`src/rtl/dlpg_pkg.sv`:
```
// Shared types, constants and control codes for the DDA line pixel generator.
package dlpg_pkg;

   localparam int COORD_W = 12;
   localparam int PIXEL_W = 6;
   localparam int EXTENT_W = 7;
   localparam int CSR_INDEX_W = 1;
   localparam int CSR_DATA_W = EXTENT_W;

   localparam logic [EXTENT_W-1:0] MAX_WIDTH = 7'd64;
   localparam logic [EXTENT_W-1:0] MAX_HEIGHT = 7'd64;
   localparam logic [EXTENT_W-1:0] EXTENT_RESET = 7'd64;

   localparam logic [CSR_INDEX_W-1:0] CSR_ACTIVE_WIDTH = 1'b0;
   localparam logic [CSR_INDEX_W-1:0] CSR_ACTIVE_HEIGHT = 1'b1;

   typedef struct packed {
      logic signed [COORD_W-1:0] start_x;
      logic signed [COORD_W-1:0] start_y;
      logic signed [COORD_W-1:0] end_x;
      logic signed [COORD_W-1:0] end_y;
   } req_item_type;

   typedef struct packed {
      logic [PIXEL_W-1:0] pixel_x;
      logic [PIXEL_W-1:0] pixel_y;
      logic               last_pixel;
   } rsp_item_type;

   typedef enum logic [3:0] {
      ST_IDLE,
      ST_ORDER,
      ST_PREP,
      ST_DIVIDE,
      ST_SLOPE,
      ST_MULT,
      ST_SEED,
      ST_WALK,
      ST_FLUSH
   } ctrl_state_type;

   typedef struct packed {
      logic load;
      logic order;
      logic prep;
      logic div_step;
      logic slope;
      logic mult;
      logic seed;
      logic walk;
      logic flush;
   } dlpg_cmd_type;

   typedef struct packed {
      logic div_last;
      logic walk_empty;
      logic walk_last;
   } dlpg_status_type;

endpackage

```
`src/rtl/dlpg_datapath.sv`:
```
// Datapath: endpoint ordering, serial slope divider, seed multiply and pixel walk.
module dlpg_datapath #(
   parameter int SLOPE_FRACTION_BITS = 16
) (
   input  logic                           clock,
   input  logic                           reset,
   input  dlpg_pkg::dlpg_cmd_type         cmd,
   output dlpg_pkg::dlpg_status_type      status,
   input  dlpg_pkg::req_item_type         req_item,
   input  logic [dlpg_pkg::EXTENT_W-1:0]  width_limit,
   input  logic [dlpg_pkg::EXTENT_W-1:0]  height_limit,
   output logic                           rsp_valid,
   output dlpg_pkg::rsp_item_type         rsp_item
);
   import dlpg_pkg::*;

   localparam int F = SLOPE_FRACTION_BITS;
   localparam int WIDE_W = COORD_W + 1;
   localparam int SLOPE_W = F + 2;
   localparam int DVD_W = COORD_W + F;
   localparam int CNT_W = $clog2(DVD_W);
   localparam int ACC_W = COORD_W + F + 3;
   localparam int MINOR_W = ACC_W - F;

   req_item_type               item_ff, item_in;
   logic signed [COORD_W-1:0]  a0_ff, a0_in, a1_ff, a1_in, b0_ff, b0_in, b1_ff, b1_in;
   logic [EXTENT_W-1:0]        lim_major_ff, lim_major_in, lim_minor_ff, lim_minor_in;
   logic                       y_major_ff, y_major_in;
   logic                       db_neg_ff, db_neg_in;
   logic [COORD_W-1:0]         da_ff, da_in;
   logic                       walk_empty_ff, walk_empty_in;
   logic [EXTENT_W-1:0]        m_ff, m_in, end_ff, end_in;
   logic [COORD_W-1:0]         offset_ff, offset_in;
   logic [COORD_W-1:0]         rem_ff, rem_in;
   logic [DVD_W-1:0]           quot_ff, quot_in;
   logic [CNT_W-1:0]           cnt_ff, cnt_in;
   logic signed [SLOPE_W-1:0]  slope_ff, slope_in;
   logic signed [ACC_W-1:0]    product_ff, product_in;
   logic signed [ACC_W-1:0]    acc_ff, acc_in;
   logic                       pend_valid_ff, pend_valid_in;
   rsp_item_type               pend_ff, pend_in;
   logic                       rsp_valid_ff, rsp_valid_in;
   rsp_item_type               rsp_ff, rsp_in;

   logic signed [WIDE_W-1:0]   dx, dy, ax, ay;
   logic                       y_major_calc, swap;
   logic signed [COORD_W-1:0]  pa0, pa1, pb0, pb1;
   logic [EXTENT_W-1:0]        w_clamped, h_clamped;
   logic signed [WIDE_W-1:0]   da_wide, db_wide, adb_wide, start_wide, end_wide;
   logic signed [WIDE_W-1:0]   a0_wide, a1_wide, lim_wide, offset_wide;
   logic [WIDE_W-1:0]          rem_shift;
   logic                       fits;
   logic [WIDE_W-1:0]          rem_diff;
   logic signed [SLOPE_W-1:0]  quot_signed;
   logic signed [ACC_W-1:0]    b0_scaled, slope_ext;
   logic [MINOR_W-1:0]         minor;
   logic                       visible;
   rsp_item_type               cur_pixel;

   always_comb begin
      dx = $signed({item_ff.end_x[COORD_W-1], item_ff.end_x})
         - $signed({item_ff.start_x[COORD_W-1], item_ff.start_x});
      dy = $signed({item_ff.end_y[COORD_W-1], item_ff.end_y})
         - $signed({item_ff.start_y[COORD_W-1], item_ff.start_y});
      ax = dx[WIDE_W-1] ? -dx : dx;
      ay = dy[WIDE_W-1] ? -dy : dy;
      y_major_calc = !($unsigned(ax) > $unsigned(ay));
      pa0 = y_major_calc ? item_ff.start_y : item_ff.start_x;
      pa1 = y_major_calc ? item_ff.end_y : item_ff.end_x;
      pb0 = y_major_calc ? item_ff.start_x : item_ff.start_y;
      pb1 = y_major_calc ? item_ff.end_x : item_ff.end_y;
      swap = pa0 > pa1;
      w_clamped = (width_limit > MAX_WIDTH) ? MAX_WIDTH : width_limit;
      h_clamped = (height_limit > MAX_HEIGHT) ? MAX_HEIGHT : height_limit;

      a0_wide = $signed({a0_ff[COORD_W-1], a0_ff});
      a1_wide = $signed({a1_ff[COORD_W-1], a1_ff});
      da_wide = a1_wide - a0_wide;
      db_wide = $signed({b1_ff[COORD_W-1], b1_ff}) - $signed({b0_ff[COORD_W-1], b0_ff});
      adb_wide = db_wide[WIDE_W-1] ? -db_wide : db_wide;
      lim_wide = $signed({{(WIDE_W-EXTENT_W){1'b0}}, lim_major_ff});
      start_wide = a0_ff[COORD_W-1] ? '0 : a0_wide;
      end_wide = (a1_wide < lim_wide) ? a1_wide : lim_wide;
      offset_wide = start_wide - a0_wide;

      rem_shift = {rem_ff, quot_ff[DVD_W-1]};
      fits = rem_shift >= {1'b0, da_ff};
      rem_diff = rem_shift - {1'b0, da_ff};

      quot_signed = $signed({1'b0, quot_ff[SLOPE_W-2:0]});
      b0_scaled = $signed({{(ACC_W-COORD_W-F){b0_ff[COORD_W-1]}}, b0_ff, {F{1'b0}}});
      slope_ext = $signed({{(ACC_W-SLOPE_W){slope_ff[SLOPE_W-1]}}, slope_ff});

      minor = acc_ff[ACC_W-1:F];
      visible = !acc_ff[ACC_W-1] && (m_ff != '0) && (m_ff < lim_major_ff)
         && (minor != '0) && (minor < {{(MINOR_W-EXTENT_W){1'b0}}, lim_minor_ff});
      cur_pixel.pixel_x = y_major_ff ? minor[PIXEL_W-1:0] : m_ff[PIXEL_W-1:0];
      cur_pixel.pixel_y = y_major_ff ? m_ff[PIXEL_W-1:0] : minor[PIXEL_W-1:0];
      cur_pixel.last_pixel = 1'b0;
   end

   always_comb begin
      item_in = item_ff;
      a0_in = a0_ff;
      a1_in = a1_ff;
      b0_in = b0_ff;
      b1_in = b1_ff;
      lim_major_in = lim_major_ff;
      lim_minor_in = lim_minor_ff;
      y_major_in = y_major_ff;
      db_neg_in = db_neg_ff;
      da_in = da_ff;
      walk_empty_in = walk_empty_ff;
      m_in = m_ff;
      end_in = end_ff;
      offset_in = offset_ff;
      rem_in = rem_ff;
      quot_in = quot_ff;
      cnt_in = cnt_ff;
      slope_in = slope_ff;
      product_in = product_ff;
      acc_in = acc_ff;
      pend_valid_in = pend_valid_ff;
      pend_in = pend_ff;
      rsp_valid_in = 1'b0;
      rsp_in = rsp_ff;

      if (cmd.load) begin
         item_in = req_item;
      end
      if (cmd.order) begin
         y_major_in = y_major_calc;
         a0_in = swap ? pa1 : pa0;
         a1_in = swap ? pa0 : pa1;
         b0_in = swap ? pb1 : pb0;
         b1_in = swap ? pb0 : pb1;
         lim_major_in = y_major_calc ? h_clamped : w_clamped;
         lim_minor_in = y_major_calc ? w_clamped : h_clamped;
      end
      if (cmd.prep) begin
         da_in = da_wide[COORD_W-1:0];
         db_neg_in = db_wide[WIDE_W-1];
         walk_empty_in = start_wide > end_wide;
         m_in = start_wide[EXTENT_W-1:0];
         end_in = end_wide[EXTENT_W-1:0];
         offset_in = offset_wide[COORD_W-1:0];
         rem_in = '0;
         quot_in = {adb_wide[COORD_W-1:0], {F{1'b0}}};
         cnt_in = '0;
      end
      if (cmd.div_step) begin
         rem_in = fits ? rem_diff[COORD_W-1:0] : rem_shift[COORD_W-1:0];
         quot_in = {quot_ff[DVD_W-2:0], fits};
         cnt_in = cnt_ff + 1'b1;
      end
      if (cmd.slope) begin
         if (da_ff == '0) begin
            slope_in = '0;
         end else begin
            slope_in = db_neg_ff ? -quot_signed : quot_signed;
         end
      end
      if (cmd.mult) begin
         product_in = ACC_W'(slope_ff) * ACC_W'($signed({1'b0, offset_ff}));
      end
      if (cmd.seed) begin
         acc_in = b0_scaled + product_ff;
      end
      if (cmd.walk) begin
         acc_in = acc_ff + slope_ext;
         m_in = m_ff + 1'b1;
         if (visible) begin
            if (pend_valid_ff) begin
               rsp_valid_in = 1'b1;
               rsp_in = pend_ff;
            end
            pend_valid_in = 1'b1;
            pend_in = cur_pixel;
         end
      end
      if (cmd.flush) begin
         if (pend_valid_ff) begin
            rsp_valid_in = 1'b1;
            rsp_in = pend_ff;
            rsp_in.last_pixel = 1'b1;
         end
         pend_valid_in = 1'b0;
      end
   end

   always_ff @(posedge clock) begin
      if (reset) begin
         pend_valid_ff <= 1'b0;
         rsp_valid_ff <= 1'b0;
      end else begin
         pend_valid_ff <= pend_valid_in;
         rsp_valid_ff <= rsp_valid_in;
      end
      item_ff <= item_in;
      a0_ff <= a0_in;
      a1_ff <= a1_in;
      b0_ff <= b0_in;
      b1_ff <= b1_in;
      lim_major_ff <= lim_major_in;
      lim_minor_ff <= lim_minor_in;
      y_major_ff <= y_major_in;
      db_neg_ff <= db_neg_in;
      da_ff <= da_in;
      walk_empty_ff <= walk_empty_in;
      m_ff <= m_in;
      end_ff <= end_in;
      offset_ff <= offset_in;
      rem_ff <= rem_in;
      quot_ff <= quot_in;
      cnt_ff <= cnt_in;
      slope_ff <= slope_in;
      product_ff <= product_in;
      acc_ff <= acc_in;
      pend_ff <= pend_in;
      rsp_ff <= rsp_in;
   end

   assign status.div_last = cnt_ff == CNT_W'(DVD_W - 1);
   assign status.walk_empty = walk_empty_ff;
   assign status.walk_last = m_ff == end_ff;
   assign rsp_valid = rsp_valid_ff;
   assign rsp_item = rsp_ff;

endmodule

```
`src/rtl/dlpg_ctrl.sv`:
```
// Controller state machine that sequences one line through the datapath.
module dlpg_ctrl (
   input  logic                       clock,
   input  logic                       reset,
   input  logic                       start,
   output logic                       busy,
   output dlpg_pkg::dlpg_cmd_type     cmd,
   input  dlpg_pkg::dlpg_status_type  status
);
   import dlpg_pkg::*;

   ctrl_state_type state_ff, state_in;

   always_ff @(posedge clock) begin
      if (reset) begin
         state_ff <= ST_IDLE;
      end else begin
         state_ff <= state_in;
      end
   end

   always_comb begin
      state_in = state_ff;
      cmd = '0;
      unique case (state_ff)
         ST_IDLE: begin
            if (start) begin
               cmd.load = 1'b1;
               state_in = ST_ORDER;
            end
         end
         ST_ORDER: begin
            cmd.order = 1'b1;
            state_in = ST_PREP;
         end
         ST_PREP: begin
            cmd.prep = 1'b1;
            state_in = ST_DIVIDE;
         end
         ST_DIVIDE: begin
            cmd.div_step = 1'b1;
            if (status.div_last) begin
               state_in = ST_SLOPE;
            end
         end
         ST_SLOPE: begin
            cmd.slope = 1'b1;
            state_in = ST_MULT;
         end
         ST_MULT: begin
            cmd.mult = 1'b1;
            state_in = ST_SEED;
         end
         ST_SEED: begin
            cmd.seed = 1'b1;
            state_in = status.walk_empty ? ST_FLUSH : ST_WALK;
         end
         ST_WALK: begin
            cmd.walk = 1'b1;
            if (status.walk_last) begin
               state_in = ST_FLUSH;
            end
         end
         ST_FLUSH: begin
            cmd.flush = 1'b1;
            state_in = ST_IDLE;
         end
         default: begin
            state_in = ST_IDLE;
         end
      endcase
   end

   assign busy = state_ff != ST_IDLE;

endmodule

```
`src/rtl/dda_line_pixel_generator_core.sv`:
```
// Top level of the DDA line pixel generator: extent registers, controller and datapath.
//
//   channel   ports                                   handshake
//   request   start, busy, req_item                   taken when start && !busy
//   result    rsp_valid, rsp_item                     one cycle per item, no backpressure
//   config    csr_write_enable, csr_index, csr_data   written on any enabled edge
//
// A line keeps busy high through the order, prep, serial slope divider, slope, multiply
// and seed states, a pixel walk over the n major-axis steps left after clipping to 0 through
// the extent (0 to 65) at one step per cycle, and a closing flush. Each result item
// is held until the next visible step or the closing flush, so the last item shows in the
// first idle cycle. Synchronous reset returns the block to idle with both extents at 64.
// The receiver cannot stall results.
module dda_line_pixel_generator_core #(
   parameter int SLOPE_FRACTION_BITS = 16
) (
   input  logic                              clock,
   input  logic                              reset,
   input  logic                              start,
   output logic                              busy,
   input  dlpg_pkg::req_item_type            req_item,
   output logic                              rsp_valid,
   output dlpg_pkg::rsp_item_type            rsp_item,
   input  logic                              csr_write_enable,
   input  logic [dlpg_pkg::CSR_INDEX_W-1:0]  csr_index,
   input  logic [dlpg_pkg::CSR_DATA_W-1:0]   csr_data
);
   import dlpg_pkg::*;

   logic [EXTENT_W-1:0] width_ff, width_in, height_ff, height_in;
   dlpg_cmd_type        cmd;
   dlpg_status_type     status;

   always_comb begin
      width_in = width_ff;
      height_in = height_ff;
      if (csr_write_enable) begin
         unique case (csr_index)
            CSR_ACTIVE_WIDTH:  width_in = csr_data;
            CSR_ACTIVE_HEIGHT: height_in = csr_data;
            default: begin
            end
         endcase
      end
   end

   always_ff @(posedge clock) begin
      if (reset) begin
         width_ff <= EXTENT_RESET;
         height_ff <= EXTENT_RESET;
      end else begin
         width_ff <= width_in;
         height_ff <= height_in;
      end
   end

   dlpg_ctrl u_ctrl (
      .clock  (clock),
      .reset  (reset),
      .start  (start),
      .busy   (busy),
      .cmd    (cmd),
      .status (status)
   );

   dlpg_datapath #(
      .SLOPE_FRACTION_BITS (SLOPE_FRACTION_BITS)
   ) u_datapath (
      .clock        (clock),
      .reset        (reset),
      .cmd          (cmd),
      .status       (status),
      .req_item     (req_item),
      .width_limit  (width_ff),
      .height_limit (height_ff),
      .rsp_valid    (rsp_valid),
      .rsp_item     (rsp_item)
   );

   // Accepting an item always starts a busy period.
   a_accept_busy: assert property (@(posedge clock) disable iff (reset)
      start && !busy |=> busy)
      else $error("accepted item did not raise busy");

   // The flagged item closes a line, so nothing follows it directly.
   a_last_gap: assert property (@(posedge clock) disable iff (reset)
      rsp_valid && rsp_item.last_pixel |=> !rsp_valid)
      else $error("result item directly after the last pixel");

   // While idle, only the closing item of the previous line may still show.
   a_idle_last: assert property (@(posedge clock) disable iff (reset)
      rsp_valid && !busy |-> rsp_item.last_pixel)
      else $error("unflagged result item while idle");

   // Result items come only from a line in progress or just finished.
   a_rsp_in_line: assert property (@(posedge clock) disable iff (reset)
      rsp_valid |-> busy || $past(busy))
      else $error("result item outside a line");

endmodule

```
`config.mk`:
```
export PLATFORM = sky130hd
export DESIGN_NAME = dda_line_pixel_generator_core
export DESIGN_NICKNAME = d
export VERILOG_FILES = /design/src/rtl/dlpg_pkg.sv /design/src/rtl/dlpg_datapath.sv /design/src/rtl/dlpg_ctrl.sv /design/src/rtl/dda_line_pixel_generator_core.sv
export SDC_FILE = /design/constraint.sdc
export NUM_CORES = 1
export LEC_CHECK = 0
export BUFFER_PORTS_ARGS = -buffer_cell sky130_fd_sc_hd__buf_2
export CORE_MARGIN = 4
export CORE_UTILIZATION = 50
export DETAILED_ROUTE_END_ITERATION = 12
export PLACE_DENSITY = 0.65
export RECOVER_POWER = 100
export SLEW_MARGIN = 20
export SYNTH_ARGS = -nofsm -noshare
export SYNTH_HDL_FRONTEND = slang
export SYNTH_SLANG_ARGS = --single-unit
```
`constraint.sdc`:
```
create_clock -name clock -period 6.1 [get_ports clock]
set_input_delay 1.22 -clock clock [delete_from_list [all_inputs] [get_ports clock]]
set_output_delay 1.22 -clock clock [all_outputs]
set_load 0.01 [all_outputs]
```
==> results of run 1 <==
critical path: cells and delay by family, from the launching register on:
| kind | cells | cell delay [ps] |
|---|---|---|
| compound gates | 12 | 2260 |
| xor+xnor | 1 | 130 |
| fa+ha+maj | 3 | 830 |
| buf+inv | 4 | 600 |
| flops | 1 | 430 |
| mux | 3 | 580 |
| simple gates | 6 | 940 |
path summary, 6_finish.rpt:
path | start | end | slack [ps] | cells past startpoint
max reg2reg | u_datapath.item_ff[1] | u_datapath.b0_ff[8] | 40 | 29
min | height_ff[3] | height_ff[3] | 450 | 2
max | u_datapath.item_ff[1] | u_datapath.b0_ff[8] | 40 | 29
min reg2reg | height_ff[3] | height_ff[3] | 450 | 2
per-stage QoR:
step / hold slack [ps] / setup TNS [ps]
floorplan: 437 / 0
global placement: 449 / -1390
detailed placement: 450 / -10900
CTS: 458 / -36.0
global route: 482 / -6220
finish: 455 / 0
metal layers:
layer	routed length [um]	global-route usage, %	vias up
met5	0	0	-
met2	35000	41.0	508
met4	2630	8.06	0
met1	28500	28.5	10306
met3	3360	3.32	147
li1	-	-	9923
area by class of cell:
type / instances / area (um2)
clock buffer: 44 / 995
clock inverter: 24 / 289
fill: 4802 / 23900
inverter: 359 / 1350
multi-input combinational: 2009 / 17500
sequential: 321 / 9440
tap: 756 / 946
timing repair buffer: 252 / 1910
cell usage in the layout, fill, tap and decap left out, types with 9 or more instances in the layout:
cell type and n:
nand2_1 219, or3_1 12, buf_4 140, edfxtp_1 301, o21ai_0 89, ha_1 232
and2_1 133, clkbuf_1 35, a31oi_1 11, clkbuf_16 42, a211oi_1 14, mux2i_1 153
o21a_1 23, o31ai_1 16, nor4_1 18, a21boi_0 9, nand2b_1 44, nand3_1 43
o21bai_1 13, mux2i_2 13, xor2_1 69, inv_1 357, nor3_1 42, a21oi_1 106
a21oi_2 10, buf_12 12, fa_1 203, a21o_1 32, nand4_1 16, mux2_2 17
nor2_1 165, xnor2_1 91, and2_0 13, dfxtp_1 20, buf_2 57, nor2b_1 31
and3_1 18
sequential cells by signal (all words and copies together), names as in the netlist, 12 cells and up, named ones only:
name / cells
u_datapath.da_ff: 12
u_datapath.acc_ff: 31
u_datapath.b0_ff: 12
u_datapath.pend_ff: 12
u_datapath.item_ff: 48
u_datapath.a0_ff: 12
u_datapath.offset_ff: 12
u_datapath.quot_ff: 28
u_datapath.product_ff: 31
u_datapath.slope_ff: 18
u_datapath.b1_ff: 12
u_datapath.rem_ff: 12
u_datapath.a1_ff: 12
what timing repair did:
| item | in CTS | in global routing |
|---|---|---|
| gates cloned | 1 | 3 |
| resized for setup | 37 | 54 |
| pin swaps | 22 | 33 |
| buffers inserted | 21 | 29 |
| endpoints found under the setup margin | 48 | 54 |
| hold buffers | 0 | 0 |
cells by family (layout without fill, tap and decap cells):
| family | after synthesis | after routing | share of synthesized area, % |
|---|---|---|---|
| XOR/XNOR | 164 | 164 | 5.09 |
| adder cells (fa/ha/maj) | 442 | 442 | 24.9 |
| flip-flops | 321 | 321 | 33.3 |
| AO/OA/AOI/OAI | 418 | 418 | 9.84 |
| AND/OR/NAND/NOR | 797 | 797 | 14.0 |
| multiplexers | 188 | 188 | 6.71 |
| buffers and inverters | 452 | 679 | 6.10 |
==> summary.md, run 1 <==
| Metric | Value |
|---|---|
| Clock Root Buffer | clkbuf_16 |
| CTS tree | built |
| CP startpoint kind | flip-flop |
| Non-filler cells, final | 3,765 |
| DIE WIDTH | 246 um |
| Initial DRC count | 1,330 |
| Area grow syn2layout | 14.3% |
| Worst slew margin | -132% |
| CTS sink cnt | 321 |
| Die height | 246 um |
| Max-cap violations | 7 |
| Final RePlAce weighted congestion | 0.884 |
| Post-synth top area cell | edfxtp_1 |
| Final worst clock skew | 18.3 ps |
| Most frequent cells after synthesis | 358 x inv_1, 301 x edfxtp_1, 237 x ha_1, 219 x nand2_1, 205 x fa_1 |
| Largest net degree at the start of global routing | 64 |
| Status | finished with violations |
| Synth unique cells | 90 |
| Antenna Cells | 0 |
| Achievable Freq | 165 MHz |
| Syn nets | 3,284 |
| Detailed Routing Iterations Pass 1 | 6 |
| Final setup viols | 0 |
| Final hold vios | 0 |
| Final core occ | 57.6% |
| Placement-stage cell area | 30,400 um2 |
| Critical Path End Type | flip-flop |
| Post-route ant nets | 0 |
| FP Rows | 87 |
| GR Overflow Total | 0 |
| Most frequent CP cell | o21a_1 |
| Final net count | 3,482 |
| Post-Route WL | 69.5 mm |
| Slew Limit Fails | 273 |
| Layout cells sized above 1 | 12.9% |
| Ranking of synthesized cells by area | edfxtp_1 32%, fa_1 14%, ha_1 10% |
| Share of the synthesized area in the top cell type | 31.9% |
| CP arrival | 6340 ps |
| Design area | 32,400 um2 |
| Initial core utilization | 50.4% |
| Number of global-route vias before repair | 21,645 |
| Worst-Skew Late Latency | 550 ps |
| Critical path type | reg -> reg |
| Violated checks | capacitance limit, slew limit |
| Final period util | 99.3% |
| Vias | 20,884 |
| Count leader, synth | inv_1 |
| Tot GR Track Use | 23.0% |
| Global-route wire length before repair | 112 mm |
| Worst-path fanout max | 8 |
| Synth warn | 0 |
| Flops & latches, synth | 321 |
| Max clock buf depth | 3 |
| Initial antenna violation count | 1 |
| CTS H-tree depth | 2 |
| Dpl ws | -320 ps |
| Worst stage delay on the critical path | 430 ps |
| Worst-path clk slew | 60 ps |
| CTS buffer count | 37 |
| Dpl hpwl | 53.1 mm |
| Syn avg cell area | 10.2 um2 |
| Hold WC Path Type | reg -> reg |
| DR DRC count | 0 |
| Worst Max-Slew Pin Slew | 3480 ps |
| Drt wl/cell | 18.5 um |
| Synth Flop Type | edfxtp_1 |
| Number of flops mapped to enable cells by yosys | 301 |
| Core area | 56,300 um2 |
| I/O Buffers | 74 |
| Final min period | 6060 ps |
| Register area share after synthesis | 33.3% |
| Final worst slack | 43.1 ps |
| # IOs | 75 |
| Worst EP required | 6380 ps |
| Die area | 60,600 um2 |
| Unrepaired setup endpoints after global routing | true |
| Placed Instances | 3,643 |
| Synthesized area | 28,400 um2 |
| Post-synth ARST share | 0% |
| Via/cell ratio | 5.55 |
| Post-Synthesis Cells | 2,782 |
| Critical path's slowest cell | edfxtp_1 |
Power of run 1 is left out: the tool's default activity adds up to more than one toggle a clock period on the data nets, which glitch-free logic cannot reach.
==> run 2, diff against run 1 <==
Settings changed: CORE_MARGIN 4 to unset.
==> run 2 against run 1 <==
Compared with the run above:
- global-route usage is 1.2 points higher
- die area is 4.8% lower
- the flow finishes with violations (capacitance limit, slew limit, setup timing)
- first-iteration DRC count is 7.6% lower
- clock skew is 16 ps higher
- setup slack worse by 110 ps
- register-to-register slack worse by 110 ps
- critical path type unchanged
- clock-buffer cell count is 3 lower
- worst hold slack better by 6.3 ps
- via count is 0.14% lower
==> summary.md, run 2 (same netlist as run 1, synthesis figures left out) <==
| Metric | Value |
|---|---|
| Final setup viols | 34 |
| CP arrival | 6470 ps |
| # IOs | 75 |
| CTS sink cnt | 321 |
| CTS buffer count | 38 |
| Final worst clock skew | 34.4 ps |
| Detailed Routing Iterations Pass 1 | 5 |
| Placement-stage cell area | 30,200 um2 |
| Placed Instances | 3,625 |
| Post-route ant nets | 0 |
| Worst stage delay on the critical path | 430 ps |
| I/O Buffers | 74 |
| Die height | 240 um |
| Worst-path fanout max | 17 |
| Critical path type | reg -> reg |
| CTS tree | built |
| Area grow syn2layout | 14.1% |
| Max reg flops | 48 |
| Tot GR Track Use | 24.2% |
| Worst-path clk slew | 60 ps |
| Dpl hpwl | 53.6 mm |
| Unrepaired setup endpoints after global routing | true |
| Top reg by flops | u_datapath.item_ff |
| Final RePlAce weighted congestion | 0.925 |
| Commonest non-fill, non-tap cells in the layout | 357 x inv_1, 301 x edfxtp_1, 231 x ha_1 |
| Post-Route WL | 68.8 mm |
| Final period util | 101% |
| Critical path's slowest cell | edfxtp_1 |
| Top flop regs | u_datapath.item_ff x48, u_datapath.acc_ff x31, u_datapath.product_ff x31 |
| Initial core utilization | 51.1% |
| DR DRC count | 0 |
| Worst slew margin | -129% |
| Slew Limit Fails | 316 |
| Vias | 20,854 |
| Core area | 55,500 um2 |
| Achievable Freq | 162 MHz |
| Layout cells sized above 1 | 12.5% |
| Critical Path End Type | flip-flop |
| Hold WC Path Type | reg -> reg |
| Design area | 32,300 um2 |
| Clock Root Buffer | clkbuf_16 |
| Worst Max-Slew Pin Slew | 3430 ps |
| Status | finished with violations |
| Violated checks | capacitance limit, slew limit, setup timing |
| Largest net degree at the start of global routing | 64 |
| Global-route wire length before repair | 110 mm |
| GR Overflow Total | 0 |
| FP Rows | 86 |
| Most frequent CP cell | o21a_1 |
| CP startpoint kind | flip-flop |
| CTS H-tree depth | 2 |
| Cts-stage hold buffer count | 0 |
| Die area | 57,700 um2 |
| Commonest non-fill, non-tap cell in the layout | inv_1 |
| Max-cap violations | 8 |
| Number of global-route vias before repair | 21,156 |
| Worst hold margin | 461 ps |
| Non-filler cells, final | 3,768 |
| Antenna Cells | 0 |
| Initial antenna violation count | 0 |
| Worst-Skew Late Latency | 570 ps |
| Final worst slack | -69.7 ps |
| Final min period | 6170 ps |
| Initial DRC count | 1,229 |
| Via/cell ratio | 5.53 |
| Final net count | 3,495 |
| Final hold vios | 0 |
| Worst EP required | 6400 ps |
| DIE WIDTH | 240 um |
| Max clock buf depth | 3 |
| Drt wl/cell | 18.3 um |
| Dpl ws | -209 ps |
[run 2: cell count changes in the layout (fill, tap and decap cells not counted), sizes merged]
cell	before	now
inv	361	360
bufbuf	0	1
clkbuf	79	84
clkinv	11	19
clkinvlp	5	1
buf	217	220
bufinv	6	5
[run 2: critical path, delay by kind of cell, from the launching register on]
family | cells | cell delay, ps
and+or+nand+nor | 6 | 1130
AOI/OAI and AO/OA | 11 | 1830
muxes | 3 | 670
DFF | 1 | 430
adders and majority gates | 4 | 1100
buffers and inverters | 4 | 720
[run 2: layer usage]
layer  vias to the layer above  share of wire (%)  track usage [%]
met5                         -                  0                0
met4                         0                3.6             9.73
met3                       118                3.6             2.41
met2                       435                 50             42.7
met1                     10356                 42             30.2
li1                       9945                  -                -
[run 2: stage by stage]
| stage | setup TNS [ps] | util [%] |
|---|---|---|
| final | -830 | 58.3 |
| after floorplan | 0 | - |
| after global routing | -14660 | 58.3 |
| after CTS | -0.170 | 57.3 |
| after detailed placement | -4300 | 54.4 |
| after global placement | -383 | 54.4 |
[run 2: cell type report]
| cell class | count | area [um2] |
|---|---|---|
| Fill cell | 4718 | 23200 |
| Clock inverter | 26 | 309 |
| Sequential cell | 321 | 9440 |
| Tap cell | 748 | 936 |
| Timing Repair Buffer | 264 | 1920 |
| Multi-Input combinational cell | 2009 | 17400 |
| Clock buffer | 41 | 962 |
| Inverter | 359 | 1350 |
[run 2: worst paths after layout]
| check | startpoint | endpoint | slack (ps) | depth (start not counted) |
|---|---|---|---|---|
| setup reg to reg | u_datapath.item_ff[36] | u_datapath.b0_ff[2] | -70 | 28 |
| hold reg to reg | height_ff[3] | height_ff[3] | 460 | 2 |
| setup / recovery | u_datapath.item_ff[36] | u_datapath.b0_ff[2] | -70 | 28 |
| hold / removal | height_ff[3] | height_ff[3] | 460 | 2 |
[run 2: what timing repair did]
action	4_1_cts	5_1_grt
gates cloned	3	4
setup endpoints to repair	48	55
pin swaps	7	24
resized for setup	23	59
buffers inserted	23	50
Power of run 2 is left out for the same reason.
